**src/rtl/c2d_pkg.sv**
```systemverilog
package c2d_pkg;

  // Configuration port geometry and register field widths.
  localparam int CFG_INDEX_BITS = 2;
  localparam int CFG_DATA_BITS  = 16;
  localparam int RADIUS_BITS    = 2;
  localparam int WIDTH_REG_BITS = 11;
  localparam int HEIGHT_BITS    = 16;

  // Register values after reset.
  localparam logic [RADIUS_BITS-1:0]    RESET_RADIUS = 2'd1;
  localparam logic [WIDTH_REG_BITS-1:0] RESET_WIDTH  = 11'd640;
  localparam logic [HEIGHT_BITS-1:0]    RESET_HEIGHT = 16'd480;

  // Register indexes on the configuration port.
  typedef enum logic [CFG_INDEX_BITS-1:0] {
    REG_KERNEL_RADIUS = 2'd0,
    REG_IMAGE_WIDTH   = 2'd1,
    REG_IMAGE_HEIGHT  = 2'd2
  } reg_idx_t;

  // Item commands.
  localparam logic CMD_PIXEL = 1'b0;
  localparam logic CMD_COEF  = 1'b1;

  // Control handed from the top level to every window cell.
  typedef struct packed {
    logic en;     // pipeline advances this cycle
    logic shift;  // a pixel column enters the window
  } cell_ctrl_t;

  // Coefficient slot used by window cell (i, j) at radius rr, or -1 when
  // the cell lies outside the kernel of that radius.
  function automatic int cell_coef_idx(int mk, int i, int j, int rr);
    int s;
    int off;
    int res;
    s   = 2 * rr + 1;
    off = mk - s;
    res = -1;
    if (off >= 0 && i >= off && j >= off) res = (i - off) * s + (j - off);
    return res;
  endfunction

endpackage

```
**src/rtl/c2d_cell.sv**
```systemverilog
module c2d_cell #(
  parameter int PIXEL_BITS = 16,
  parameter int COEF_BITS  = 16
) (
  input  logic                                   clk,
  input  logic                                   rst_n,
  input  c2d_pkg::cell_ctrl_t                    ctrl,
  input  logic signed [PIXEL_BITS-1:0]           pix_in,
  input  logic signed [COEF_BITS-1:0]            coef,
  output logic signed [PIXEL_BITS-1:0]           pix_q,
  output logic signed [PIXEL_BITS+COEF_BITS-1:0] prod_q
);
  import c2d_pkg::*;

  logic signed [PIXEL_BITS-1:0]           pix_r;
  logic signed [PIXEL_BITS+COEF_BITS-1:0] prod_r;

  // Window sample: takes the neighbour's sample when a column enters.
  always_ff @(posedge clk) begin
    if (!rst_n) begin
      pix_r <= '0;
    end else if (ctrl.shift) begin
      pix_r <= pix_in;
    end
  end

  // Product of the held sample and this cell's coefficient.
  always_ff @(posedge clk) begin
    if (ctrl.en) prod_r <= pix_r * coef;
  end

  assign pix_q  = pix_r;
  assign prod_q = prod_r;
endmodule

```
**config.mk**
```make
export PLATFORM = sky130hd
export DESIGN_NAME = c2d_cell
export DESIGN_NICKNAME = d
export VERILOG_FILES = /design/src/rtl/c2d_pkg.sv /design/src/rtl/c2d_cell.sv
export SDC_FILE = /design/constraint.sdc
export NUM_CORES = 1
export LEC_CHECK = 0
export BUFFER_PORTS_ARGS = -buffer_cell sky130_fd_sc_hd__buf_2
export CAP_MARGIN = 10
export CORE_MARGIN = 2
export CORE_UTILIZATION = 50
export DETAILED_ROUTE_END_ITERATION = 16
export GPL_TIMING_DRIVEN = 0
export PLACE_DENSITY = 0.68
export SYNTH_ARGS = -nofsm -noshare
export SYNTH_HDL_FRONTEND = slang
export SYNTH_SLANG_ARGS = --single-unit
```
**constraint.sdc**
```tcl
create_clock -name clk -period 8.1 [get_ports clk]
set_input_delay 0.81 -clock clk [delete_from_list [all_inputs] [get_ports clk]]
set_output_delay 0.81 -clock clk [all_outputs]
set_load 0.01 [all_outputs]
```
==> reports/metrics.yaml <==
synth:
  post-synth-top-count-cell: "inv_1"
  synthesis.yosys.warnings: 0
  cell_types_with_the_largest_area_share_after_synthesis: "fa_1 (46%), inv_1 (9.7%), ha_1 (9.1%), edfxtp_1 (8.5%), and2_1 (6.8%)"
  post_synth_num_cell_types: 42
  netlist.top_cell.by_area: "fa_1"
  syn_inst: 1158
  synth-async-reset-ratio_pct: 0
  synth_enable_flop_cells: 32
  synth_top_area_share_pct: 46.4
  synthesis.nets: 1538
  netlist_top_cells_count: "inv_1 (293), fa_1 (262), nand2_1 (125)"
  synth-seq-cells: 48
  synthesis.area_um2: 11300
  syn-mean-instance-area_um2: 9.77
  synth.yosys.seq_area_share_pct: 11.3
  synth_ff_type: "edfxtp_1"
clock_tree:
  post_cts_buffers: 0
  cts.path.max_buffers: 2
  clk_lat_worst_skew_ps: 300
  numCtsBuffers: 5
  cts_tree: "yes"
  post_cts_resize_count: 0
  clock_root_buffer: "clkbuf_16"
  postCtsHoldBufs: 0
  tritoncts_sinks: 48
  htree_levels: 2
  clk_transition_reported_paths_ps: 70
sta:
  rsz0062_at_grt: "no"
  max-slew-margin-rel_pct: 46.7
  final_max_slew_viol_count: 0
  fin_crit_ps: 7250
  final-setup-viol-count: 0
  clock_skew_ps: 6.58
  max_freq_mhz: 138
  final.setup.worst_slack_ps: 849
  crit_share_post_route_pct: 89.5
  tightest_pin_transition_ps: 800
  tns_ps: 0
  final-hold-violation-count: 0
floorplanning:
  die_w_um: 154
  floorplan.core_area_um2: 22400
  chipHeight_um: 154
  boundaryPins: 84
  start_util_pct: 50.4
  fp.dieArea_um2: 23800
  floorplan.rows: 55
grt:
  grt_pass1_vias: 8440
  grt.total_usage_pct: 24.4
  largest_net_degree_at_the_start_of_global_routing: 33
  use_met2_pct: 44.0
  global_route.peak_usage_layer: "met2"
  grt.met1_usage_pct: 31.0
  grt_first_pass_wirelength_mm: 44.4
  overflow: 0
  grt_antenna_before_repair: 0
  use_met3_pct: 4.29
power_and_ir_drop:
  leakage_nw: 6.28
  vdd.ir_drop.worst_v: 0.000404
  cellPowerDensity_nw_per_um2: 273
placed_design:
  post_dp_cell_area_um2: 12100
  dp_cells: 1525
  numPortBuffers: 82
  hpwlAfterDp_mm: 23.4
  dpl_worst_slack_ps: 661
  finalWeightedCongestion: 0.906
route:
  drt_pre_antenna_iters: 5
  wire_per_inst_um: 18.1
  vias: 7984
  initialDrtViolationCount: 446
  via_per_inst: 5.21
  drt_drc_violations_left: 0
  routed_wl_mm: 27.7
  postRouteAntennaNets: 0
cells_and_area:
  layout-area-overhead-vs-synth_pct: 8.27
  final_layout_size_suffix_gt1_share_pct: 7.77
  diodes: 0
  final_nets: 1627
  final_design_area_no_fill_um2: 12200
  final_cells: 1533
setup_path:
  slowest_stage: "dfxtp_1"
  worstSetupPathType: "flop to flop"
  critical_path.n_buffers_inverters: 6
  crit_path_start_kind: "flop"
  critical-path-top-cell-by-count: "fa_1"
  cell_by_cell_trace_of_the_critical_path: "clkbuf_1 > nand2_1 > fa_1 > inv_1 > fa_1 > inv_1 > fa_1 > inv_1 > fa_1 > fa_1 > inv_1 > fa_1 > inv_1 > ha_1 > nand3_1 > a211oi_1 > o211ai_1 > a31oi_1 > nor3_1 > o41ai_1 > a21oi_1 > xnor2_1"
  critical-path-top-delay-family: "adder cells"
  worstPathArrival_ps: 7300
  critPathMaxFanout: 10
  required_ps: 8150
  path_depth: 22
  timing.reg2reg.worst_path_depth: 22
  endpoint_kind: "flop"
  crit_path_max_incr_delay_ps: 660
flow_run:
  max_capacitance_violation_count: 0
hold_path:
  hold_depth: 2
  hold_path_class: "flop to flop"
run_status:
  run_status: "finished clean"
-- cell type report --
type,count,area [um^2]
Inverter,293,1100
Multi-Input combinational cell,781,8790
Timing Repair Buffer,82,410
Tap cell,285,357
Clock inverter,3,42.5
Sequential cell,48,1280
Fill cell,2090,10200
Clock buffer,5,125
Buffer,36,135
-- logic make-up (layout without fill, tap and decap cells) --
| logic type | Yosys count | after routing | synth area share, % |
|---|---|---|---|
| xor+xnor | 37 | 37 | 2.87 |
| flops | 48 | 48 | 11.3 |
| mux | 16 | 16 | 1.42 |
| buf+inv | 329 | 419 | 10.9 |
| simple gates | 319 | 319 | 14.2 |
| fa+ha+maj | 344 | 344 | 55.5 |
| compound gates | 65 | 65 | 3.83 |
-- flip-flops by register name (all words and copies together) (netlist names) --
register / cells
prod_q: 32
pix_q: 16
-- through the flow --
stage / hold slack (ps) / util, % / total power [mW]
floorplan: 592 / - / 2.47
detailed placement: 724 / 53.8 / 3.13
global placement: 723 / 53.8 / 3.09
finish: 739 / 54.6 / 3.35
global route: 777 / 54.6 / 3.72
CTS: 734 / 54.6 / 3.40
-- worst min-delay path, cell delays in order (launching register included) --
cell     delay (ps)
dfxtp_1         460
mux2i_1         190
nor2b_1          50
-- path summary, 6_finish.rpt --
kind / end / slack [ps] / start
worst max-delay path: prod_q[30] / 850 / pix_q[7]
worst min register to register: pix_q[1] / 740 / pix_q[1]
worst max register to register: prod_q[30] / 850 / pix_q[7]
worst min-delay path: pix_q[1] / 740 / pix_q[1]
-- per-layer routing --
layer	routed length, um	part of all wire [%]
met2	14500	52
met5	0	0
met1	10900	39
met4	597	2.2
met3	1700	6.2
-- cells in the final DEF, fill, tap and decap left out, types with 8 or more instances in the layout --
master and instances:
edfxtp_1 32, clkbuf_1 36, ha_1 82, inv_1 293, xnor2_1 29, nor2_1 29, mux2i_1 16, a21oi_1 20
fa_1 262, xor2_1 8, nor2b_1 17, nand2_1 125, o21ai_0 13, buf_2 82, dfxtp_1 16, and2_1 123
-- power breakdown --
part / internal, mW / switching, mW
clock network: 0.145 / 0.0958
registers: 0.456 / 0.0369
logic: 1.12 / 1.50
(Power assumes the default switching activity.)
